[config.mk]
export PLATFORM = sky130hd
export DESIGN_NAME = bqs_ctrl
export DESIGN_NICKNAME = d
export VERILOG_FILES = /design/src/bqs_pkg.sv /design/src/bqs_ctrl.sv
export VERILOG_INCLUDE_DIRS = /design/src /design/src/src
export SDC_FILE = /design/constraint.sdc
export NUM_CORES = 1
export LEC_CHECK = 0
export BUFFER_PORTS_ARGS = -buffer_cell sky130_fd_sc_hd__buf_2
export CORE_MARGIN = 2
export CORE_UTILIZATION = 55
export CTS_CLUSTER_DIAMETER = 80
export DETAILED_ROUTE_END_ITERATION = 7
export HOLD_SLACK_MARGIN = 0.05
export PLACE_DENSITY = 0.78
export SLEW_MARGIN = 40
export SYNTH_ARGS = -nofsm -noshare
export SYNTH_HDL_FRONTEND = slang
export SYNTH_SLANG_ARGS = --single-unit
[constraint.sdc]
create_clock -name clk -period 4.77 [get_ports clk]
set_input_delay 0.954 -clock clk [delete_from_list [all_inputs] [get_ports clk]]
set_output_delay 0.954 -clock clk [all_outputs]
set_load 0.02 [all_outputs]
[src/bm25_query_score_core_assert.svh]
// assertion macros shared by the bm25 score core
`ifndef BM25_QUERY_SCORE_CORE_ASSERT_SVH
`define BM25_QUERY_SCORE_CORE_ASSERT_SVH

// same-cycle implication, checked outside reset
`define BQS_ASSERT_HOLDS(lbl, clk, rst_n, ante, cons, msg) \
	lbl: assert property (@(posedge clk) disable iff (!rst_n) (ante) |-> (cons)) \
		else $error(msg);

// next-cycle implication, checked outside reset
`define BQS_ASSERT_NEXT(lbl, clk, rst_n, ante, cons, msg) \
	lbl: assert property (@(posedge clk) disable iff (!rst_n) (ante) |=> (cons)) \
		else $error(msg);

`endif

[src/bqs_pkg.sv]
// types, constants and codes of the bm25 score core
package bqs_pkg;

	localparam int COUNT_BITS_DEF = 32;
	localparam int CNT_W          = 32;
	localparam int BOOST_W        = 16;
	localparam int SCORE_W        = 32;
	localparam int CFG_IDX_W      = 2;
	localparam int CFG_DATA_W     = 32;

	localparam int K1_W   = 16;
	localparam int B_W    = 13;
	localparam int AVG_W  = 32;

	localparam logic [K1_W-1:0]  K1_RST  = 16'd4915;
	localparam logic [B_W-1:0]   B_RST   = 13'd3072;
	localparam logic [AVG_W-1:0] AVG_RST = 32'd256;
	localparam logic [B_W-1:0]   B_ONE   = 13'd4096;
	localparam logic [AVG_W-1:0] AVG_ONE = 32'd256;
	localparam logic [16:0]      K1_ONE  = 17'd4096;
	localparam logic [31:0]      LN2_Q32 = 32'd2977044472;

	localparam int LOG_X_W  = 34;
	localparam int MANT_W   = 31;
	localparam int LOG_R_W  = 26;
	localparam int DVS_W    = 53;
	localparam int DSH_W    = 48;
	localparam int NORM_W   = 49;
	localparam int NUM_W    = 49;
	localparam int IDF_W    = 22;
	localparam int TFC_W    = 21;
	localparam int PROD_W   = 27;
	localparam int TERM_W   = 35;
	localparam int SUM_W    = 48;

	localparam int STEP_W      = 6;
	localparam int NORM_STEPS  = 6;
	localparam int SQ_STEPS    = 20;
	localparam int RDIV_STEPS  = 48;
	localparam int TDIV_STEPS  = 21;

	typedef enum logic [CFG_IDX_W-1:0] {
		CFG_K1   = 2'd0,
		CFG_B    = 2'd1,
		CFG_AVG  = 2'd2,
		CFG_NDOC = 2'd3
	} cfg_idx_t;

	typedef enum logic [4:0] {
		OP_NONE, OP_LOAD, OP_LOG_INIT_A, OP_LOG_INIT_B, OP_LOG_NORM, OP_LOG_MANT,
		OP_LOG_SQ, OP_IDF, OP_RDIV_INIT, OP_TDIV_INIT, OP_DIV_STEP, OP_NORM,
		OP_DEN, OP_TFC, OP_PROD, OP_SCALE, OP_ACCUM
	} op_t;

	typedef enum logic [4:0] {
		ST_IDLE, ST_LOGA_INIT, ST_LOGA_NORM, ST_LOGA_MANT, ST_LOGA_SQ,
		ST_LOGB_INIT, ST_LOGB_NORM, ST_LOGB_MANT, ST_LOGB_SQ, ST_IDF,
		ST_RDIV_INIT, ST_RDIV, ST_NORM, ST_DEN, ST_TDIV_INIT, ST_TDIV,
		ST_TFC, ST_PROD, ST_SCALE, ST_ACCUM
	} state_t;

	typedef struct packed {
		op_t               op;
		logic [STEP_W-1:0] step;
	} dp_cmd_t;

	typedef struct packed {
		logic excluded;
		logic last;
		logic out_busy;
	} dp_status_t;

endpackage

[src/bqs_ctrl.sv]
// controller: sequences one term through the datapath
`include "bm25_query_score_core_assert.svh"
module bqs_ctrl import bqs_pkg::*; (
	input  logic       clk,
	input  logic       arst_n,
	input  logic       term_valid,
	output logic       term_ready,
	input  dp_status_t status,
	output dp_cmd_t    cmd
);

	state_t            state_q, state_nxt;
	logic [STEP_W-1:0] count_q, count_nxt;

	always_ff @(posedge clk or negedge arst_n) begin
		if (!arst_n) begin
			state_q <= ST_IDLE;
			count_q <= '0;
		end else begin
			state_q <= state_nxt;
			count_q <= count_nxt;
		end
	end

	always_comb begin
		state_nxt  = state_q;
		count_nxt  = count_q;
		cmd.op     = OP_NONE;
		cmd.step   = count_q;
		term_ready = 1'b0;
		unique case (state_q)
			ST_IDLE: begin
				term_ready = 1'b1;
				if (term_valid) begin
					cmd.op    = OP_LOAD;
					state_nxt = ST_LOGA_INIT;
				end
			end
			ST_LOGA_INIT: begin
				count_nxt = '0;
				if (status.excluded) begin
					state_nxt = ST_ACCUM;
				end else begin
					cmd.op    = OP_LOG_INIT_A;
					state_nxt = ST_LOGA_NORM;
				end
			end
			ST_LOGA_NORM, ST_LOGB_NORM: begin
				cmd.op = OP_LOG_NORM;
				if (count_q == STEP_W'(NORM_STEPS - 1)) begin
					count_nxt = '0;
					state_nxt = (state_q == ST_LOGA_NORM) ? ST_LOGA_MANT : ST_LOGB_MANT;
				end else begin
					count_nxt = count_q + STEP_W'(1);
				end
			end
			ST_LOGA_MANT: begin
				cmd.op    = OP_LOG_MANT;
				state_nxt = ST_LOGA_SQ;
			end
			ST_LOGB_MANT: begin
				cmd.op    = OP_LOG_MANT;
				state_nxt = ST_LOGB_SQ;
			end
			ST_LOGA_SQ, ST_LOGB_SQ: begin
				cmd.op = OP_LOG_SQ;
				if (count_q == STEP_W'(SQ_STEPS - 1)) begin
					count_nxt = '0;
					state_nxt = (state_q == ST_LOGA_SQ) ? ST_LOGB_INIT : ST_IDF;
				end else begin
					count_nxt = count_q + STEP_W'(1);
				end
			end
			ST_LOGB_INIT: begin
				cmd.op    = OP_LOG_INIT_B;
				state_nxt = ST_LOGB_NORM;
			end
			ST_IDF: begin
				cmd.op    = OP_IDF;
				state_nxt = ST_RDIV_INIT;
			end
			ST_RDIV_INIT: begin
				cmd.op    = OP_RDIV_INIT;
				count_nxt = '0;
				state_nxt = ST_RDIV;
			end
			ST_RDIV: begin
				cmd.op = OP_DIV_STEP;
				if (count_q == STEP_W'(RDIV_STEPS - 1)) begin
					count_nxt = '0;
					state_nxt = ST_NORM;
				end else begin
					count_nxt = count_q + STEP_W'(1);
				end
			end
			ST_NORM: begin
				cmd.op    = OP_NORM;
				state_nxt = ST_DEN;
			end
			ST_DEN: begin
				cmd.op    = OP_DEN;
				state_nxt = ST_TDIV_INIT;
			end
			ST_TDIV_INIT: begin
				cmd.op    = OP_TDIV_INIT;
				count_nxt = '0;
				state_nxt = ST_TDIV;
			end
			ST_TDIV: begin
				cmd.op = OP_DIV_STEP;
				if (count_q == STEP_W'(TDIV_STEPS - 1)) begin
					count_nxt = '0;
					state_nxt = ST_TFC;
				end else begin
					count_nxt = count_q + STEP_W'(1);
				end
			end
			ST_TFC: begin
				cmd.op    = OP_TFC;
				state_nxt = ST_PROD;
			end
			ST_PROD: begin
				cmd.op    = OP_PROD;
				state_nxt = ST_SCALE;
			end
			ST_SCALE: begin
				cmd.op    = OP_SCALE;
				state_nxt = ST_ACCUM;
			end
			ST_ACCUM: begin
				if (!(status.last && status.out_busy)) begin
					cmd.op    = OP_ACCUM;
					state_nxt = ST_IDLE;
				end
			end
			default: state_nxt = ST_IDLE;
		endcase
	end

	`BQS_ASSERT_NEXT(a_busy_after_request, clk, arst_n, term_valid && term_ready, !term_ready, "request taken while a term is in flight")
	`BQS_ASSERT_HOLDS(a_no_score_overwrite, clk, arst_n, cmd.op == OP_ACCUM && status.last, !status.out_busy, "pending score overwritten")
	`BQS_ASSERT_HOLDS(a_norm_step_range, clk, arst_n, cmd.op == OP_LOG_NORM, cmd.step < STEP_W'(NORM_STEPS), "normalise step out of range")

endmodule

Word level (Yosys, flattened, before mapping) --
Index checks and enable logic that the tools add are counted.
Word-level totals: bits in registers 11, bits in latches 0, memory bits (writable) 0, ROM bits 0, input port bits 6, output and inout port bits 12, memories kept 0
Cells by class: add/subtract/negate cells 1, multipliers 0, div/mod/pow operators 0, $lt $le $gt $ge 0, eq/ne operators 29, shift-type cells 0, muxes and demuxes 20, bitwise gates (word level) 0, reductions and logical operators 9
Operator list (count):
- 5-bit one-hot mux with 18 select lines | 1
- 5-bit one-hot mux with 16 select lines | 1
- 5-bit by 4-bit equality test with 1-bit output (second input constant) | 8
- 5-bit 2-to-1 mux | 8
- 6-bit one-hot mux with 5 select lines | 1
- 6-bit 2-to-1 mux | 4
- 5-bit by 3-bit equality test with 1-bit output (second input constant) | 4
- 5-bit equality test (second input constant) | 4
- 6-bit by 5-bit equality test with 1-bit output (second input constant) | 2
- 2-bit != test (second input constant) | 6
- 5-bit by 2-bit equality test with 1-bit output (second input constant) | 2
- 2-bit OR reduction | 4
- 6-bit by 1-bit adder with 6-bit output (second input constant) | 1
- 6-bit by 3-bit equality test with 1-bit output (second input constant) | 1
- 6-bit equality test (second input constant) | 1
- 6-bit AND reduction | 1
- 5-bit by 1-bit equality test with 1-bit output (second input constant) | 1
- 5-bit zero test | 1
- 5-bit nonzero test | 1
- 4-bit 2-to-1 mux | 1
- 3-bit 2-to-1 mux | 1
- 3-bit OR reduction | 1
- 1-bit 2-to-1 mux | 2
- 2-bit 2-to-1 mux | 1
- 1-bit logical AND | 1

Depth between registers and ports, before layout --
Gate-level depths: netlist of the first run.
word-level depth 4, gate-level depth with buffers 6, mapped depth without buffers 6

Least setup slack after synthesis of the first run --
No wires, ideal clock.
path type input -> output, from input port term_valid, to output port cmd[6] (netlist name), arrival 1.538 ns, path slack 2.278 ns, cell stages on the path 4, path buffers 0, cell sequence inv_1 o21ai_0 a32oi_1 o22ai_1
RTL lines:
- start: declaration | line bqs_ctrl.sv:6 | input logic term_valid,
- end: declaration | line bqs_ctrl.sv:9 | output dp_cmd_t cmd

==> results_dict.tcl, run 1 <==
set metrics [dict create \
    status "finished clean" \
    rrSetupSlack_ns 2.56 \
    maxSlewViolCount 0 \
    min_period_ns 2.87 \
    yosysTopAreaCell "dfrtp_1" \
    timing.final.crit_share_pct 60.1 \
    syn_nets 141 \
    rsz0062_at_grt "false" \
    grt_first_pass_wirelength_microns 4150 \
    crit_end "cmd[7]" \
    overflow 0 \
    postSynthCellCount 132 \
    clock_skew_ns 0.0122 \
    endpoint_kind "output pin" \
    post_cts_buffers 0 \
    r2r_cells 5 \
    ys.flop_type "dfrtp_1" \
    insertion_delay_ns 0.28 \
    viasPerCell 6.14 \
    drc 0 \
    synth_area_sq_um 1070 \
    dr.pass1.iters 4 \
    cp.required_ns 3.82 \
    cts-root-buf "clkbuf_4" \
    postCtsHoldBufs 0 \
    cts_sinks 11 \
    syn_to_final_growth_pct 7.71 \
    setup_violations 0 \
    dp_hpwl_microns 1890 \
    die_x_microns 48.1 \
    seq_area_frac_synth_pct 25.7 \
    grt_max_degree 23 \
    cts_tree "built" \
    drive_above_1_share_pct 21.5 \
    vias 1038 \
    tightest_slew_ns 0.678 \
    antenna_found_initial 0 \
    io_buffers 17 \
    fp.dieArea_sq_um 2320 \
    num-fill-cells 173 \
    max_freq_mhz 349 \
    grt_pass1_vias 882 \
    wire_per_inst_microns 15.6 \
    maxCapViolCount 0 \
    initial_utilization_pct 60.1 \
    rows 15 \
    gp_congestion 0.885 \
    clkTransAtPathRegs_ns 0.09 \
    synth-edff-count 0 \
    ctsLongestPathBuffers 2 \
    arrival_ns 1.91 \
    async_flop_share_pct 100 \
    grtUsageTotal_pct 25.1 \
    finalWirelength_microns 2630 \
    tns_ns 0 \
    crit_type "reg2out" \
    synth_top_area_share_pct 25.7 \
    final_cell_mix "buf_2, o21ai_0, nand2_1" \
    start_kind "flip-flop" \
    synth.area.top_cells "dfrtp_1, o21ai_0, nand2_1, ha_1, nor4_1" \
    r2r-end "count_q[2]" \
    htree_levels 1 \
    core_sq_um 1780 \
    hp-class "in2async" \
    final_common_cell "buf_2" \
    ys_ff_latch 11 \
    cts_resized 0 \
    startpoint "state_q[1]" \
    post_synth.cell_area_avg_sq_um 8.11 \
    synthDistinctLibCells 42 \
    ant_nets 0 \
    ios 18 \
    final_nets 154 \
    reg2reg_from "state_q[3]" \
    drt_iter0_markers 48 \
    antennaDiodeCount 0 \
    slew_headroom_pct 54.8 \
    critPathMaxFanout 22 \
    cts_made_buffers 3 \
    finalHoldViolCount 0 \
    fp.dieH_microns 48.1 \
    yosys_warnings 0 \
]
## critical path, stage by stage (launching register included)
cell	delay, ns
dfrtp_1	0.63
and2b_1	0.35
or3_1	0.35
a21oi_1	0.12
buf_2	0.17
## sequential cells by signal, indices dropped and copies added (netlist names)
| register | count |
|---|---|
| state_q | 5 |
| count_q | 6 |
## layer usage
metal  vias to the layer above  routed length (microns)  GRT usage [%]
li1                        519                        -              -
met1                       487                     1230           40.1
met2                        32                     1230           37.1
met3                         0                      163           3.33
met4                         0                        0           2.16
met5                         -                        0              0
## cell families after synthesis
group	share of synthesized area (%)
DFF	25.7
adders and majority gates	3.51
AOI/OAI and AO/OA	30.4
muxes	1.87
and+or+nand+nor	29.1
buffers and inverters	7.83
xor gates and xnor gates	1.64
## worst min-delay path by stage
stage | from | end | slack (ns) | cells after the start
floorplan | state_q[1] | state_q[2] | 0.63 | 2
global placement | count_q[0] | count_q[0] | 0.63 | 2
detailed placement | count_q[1] | count_q[1] | 0.65 | 2
CTS | arst_n | count_q[3] | 0.54 | 1
global route | arst_n | count_q[3] | 0.55 | 1
finish | arst_n | count_q[5] | 0.54 | 1
## metrics by stage
stage	hold WS [ns]	std cells	worst slack (ns)	area [sq um]	util, %
detailed placement	0.650	165	2.18	1130	63.2
global route	0.549	169	1.75	1150	64.7
floorplan	0.632	132	2.28	1070	-
global placement	0.633	165	2.19	1130	63.2
CTS	0.540	169	1.91	1150	64.7
finish	0.539	169	1.90	1150	64.7
## cell usage after synthesis, types with 2 or more instances
cell	number
a21o_1	2
a21oi_1	5
a22o_1	2
a31oi_1	2
and2_1	3
buf_4	3
buf_6	2
clkbuf_1	2
dfrtp_1	11
ha_1	3
inv_1	6
mux2i_1	2
nand2_1	12
nand2b_1	4
nand3_1	4
nor2_1	9
nor3_1	5
nor3b_1	2
nor3b_2	2
nor4_1	6
nor4b_1	2
o211ai_1	5
o21a_1	2
o21ai_0	14
o22ai_1	4
or2_2	2
## layout make-up
type / instances / area, sq um / area share, %
Inverter: 6 / 22.5 / 1.95
Timing Repair Buffer: 17 / 85.1 / 7.38
Clock buffer: 3 / 22.5 / 1.95
Multi-Input combinational cell: 106 / 712 / 61.7
Clock inverter: 1 / 5.00 / 0.434
Sequential cell: 11 / 275 / 23.9
Tap cell: 25 / 31.3 / 2.71
Power of run 1 is left out: the tool's default activity adds up to more than one toggle a clock period on the data nets, which glitch-free logic cannot reach.
==> inputs of run 2 (changes only) <==
Clock period 4.77 ns to 2.81 ns, I/O delays scaled along.
==> run 2 against run 1 <==
  * Via count rose by 4.3%
  * Final cell count did not move
  * Sequential share of layout area did not move
  * Core utilization did not move
  * Worst setup slack got worse by 1.6 ns
  * Critical path depth fell by 1
  * Cell area did not move
  * Clock skew fell by 0.0022 ns
  * Die area did not move
  * First-iteration DRC count fell by 6.3%
  * Highest routed layer is now met4
==> results_dict.tcl, run 2 (same netlist as run 1, synthesis figures left out) <==
set metrics [dict create \
    clkTransAtPathRegs_ns 0.08 \
    fp.dieH_microns 48.1 \
    die_x_microns 48.1 \
    fin_ws_ns 0.302 \
    top_register "count_q" \
    fp.dieArea_sq_um 2320 \
    final_cell_mix "buf_2, o21ai_0, nand2_1" \
    antennaDiodeCount 0 \
    setup_violations 0 \
    dp_slack_ns 0.651 \
    max_freq_mhz 399 \
    io_buffers 17 \
    rsz0062_at_grt "false" \
    grt_pass1_vias 930 \
    largest_reg_flops 6 \
    htree_levels 1 \
    reg2reg_from "state_q[3]" \
    ios 18 \
    path_cells "or2_2, nor4_1, buf_2" \
    largest_registers "count_q: 6 flops, state_q: 5 flops" \
    grt_max_degree 23 \
    drc 0 \
    grt_first_pass_wirelength_microns 4220 \
    dr.pass1.iters 4 \
    ctsLongestPathBuffers 2 \
    arrival_ns 1.95 \
    maxSlewViolCount 0 \
    critPathMaxStageDelay_ns 0.62 \
    insertion_delay_ns 0.29 \
    clock_skew_ns 0.0100 \
    final_nets 154 \
    gp_congestion 0.866 \
    start_kind "flip-flop" \
    cp_top_family "simple AND/OR/NAND/NOR gates" \
    tightest_slew_ns 0.661 \
    min_period_ns 2.51 \
    crit_type "reg2out" \
    overflow 0 \
    initial_utilization_pct 60.1 \
    path_buf_inv 1 \
    r2r-end "count_q[2]" \
    post_cts_buffers 0 \
    cts_sinks 11 \
    core_sq_um 1780 \
    cp.depth 3 \
    finalHoldViolCount 0 \
    antenna_found_initial 0 \
    wire_per_inst_microns 15.4 \
    status "finished clean" \
    utilization_pct 64.7 \
    final_common_cell "buf_2" \
    rows 15 \
    finalWirelength_microns 2610 \
    r2r_cells 5 \
    cp.required_ns 2.25 \
    dp_hpwl_microns 1890 \
    tns_ns 0 \
    drive_above_1_share_pct 21.5 \
    cts_resized 0 \
    grtUsageTotal_pct 25.9 \
    drt_iter0_markers 45 \
    timing.final.crit_share_pct 89.3 \
    critical-path-slowest-cell "dfrtp_1" \
    viasPerCell 6.41 \
    vias 1083 \
    slew_headroom_pct 55.9 \
    cts_tree "built" \
    cts_made_buffers 3 \
    ant_nets 0 \
    critPathMaxFanout 22 \
    syn_to_final_growth_pct 7.71 \
    cts-root-buf "clkbuf_4" \
    maxCapViolCount 0 \
    endpoint_kind "output pin" \
    rrSetupSlack_ns 0.67 \
    hp-class "in2async" \
    postCtsHoldBufs 0 \
]
==> run 2: through the flow <==
| stage | area (sq um) | hold WS, ns | instances |
|---|---|---|---|
| 4_1_cts | 1150 | 0.135 | 169 |
| 3_5_place_dp | 1130 | 0.443 | 165 |
| 2_1_floorplan | 1070 | 0.266 | 132 |
| 6_report | 1150 | 0.128 | 169 |
| 3_3_place_gp | 1130 | 0.444 | 165 |
| 5_1_grt | 1150 | 0.141 | 169 |
==> run 2: how the worst max path moves through the flow <==
stage	slack, ns	start	endpoint
finish	0.30	state_q[2]	term_ready
CTS	0.34	state_q[2]	term_ready
global route	0.21	state_q[2]	term_ready
detailed placement	0.65	state_q[2]	term_ready
global placement	0.66	state_q[2]	term_ready
floorplan	0.74	state_q[4]	state_q[0]
==> run 2: layout make-up <==
type	instances	area, sq um
inverter	6	22.5
clock buffer	3	22.5
sequential	11	275
fill	154	629
tap	25	31.3
timing repair buffer	17	85.1
multi-input combinational	106	712
clock inverter	1	5.00
==> run 2: per-layer routing <==
layer,GRT usage (%),routed length [microns],vias to the layer above
met5,0,0,-
met4,8.11,39,0
met3,3.33,135,4
met2,40.5,1230,42
met1,37.0,1200,517
li1,-,-,520
Power of run 2 is left out for the same reason.
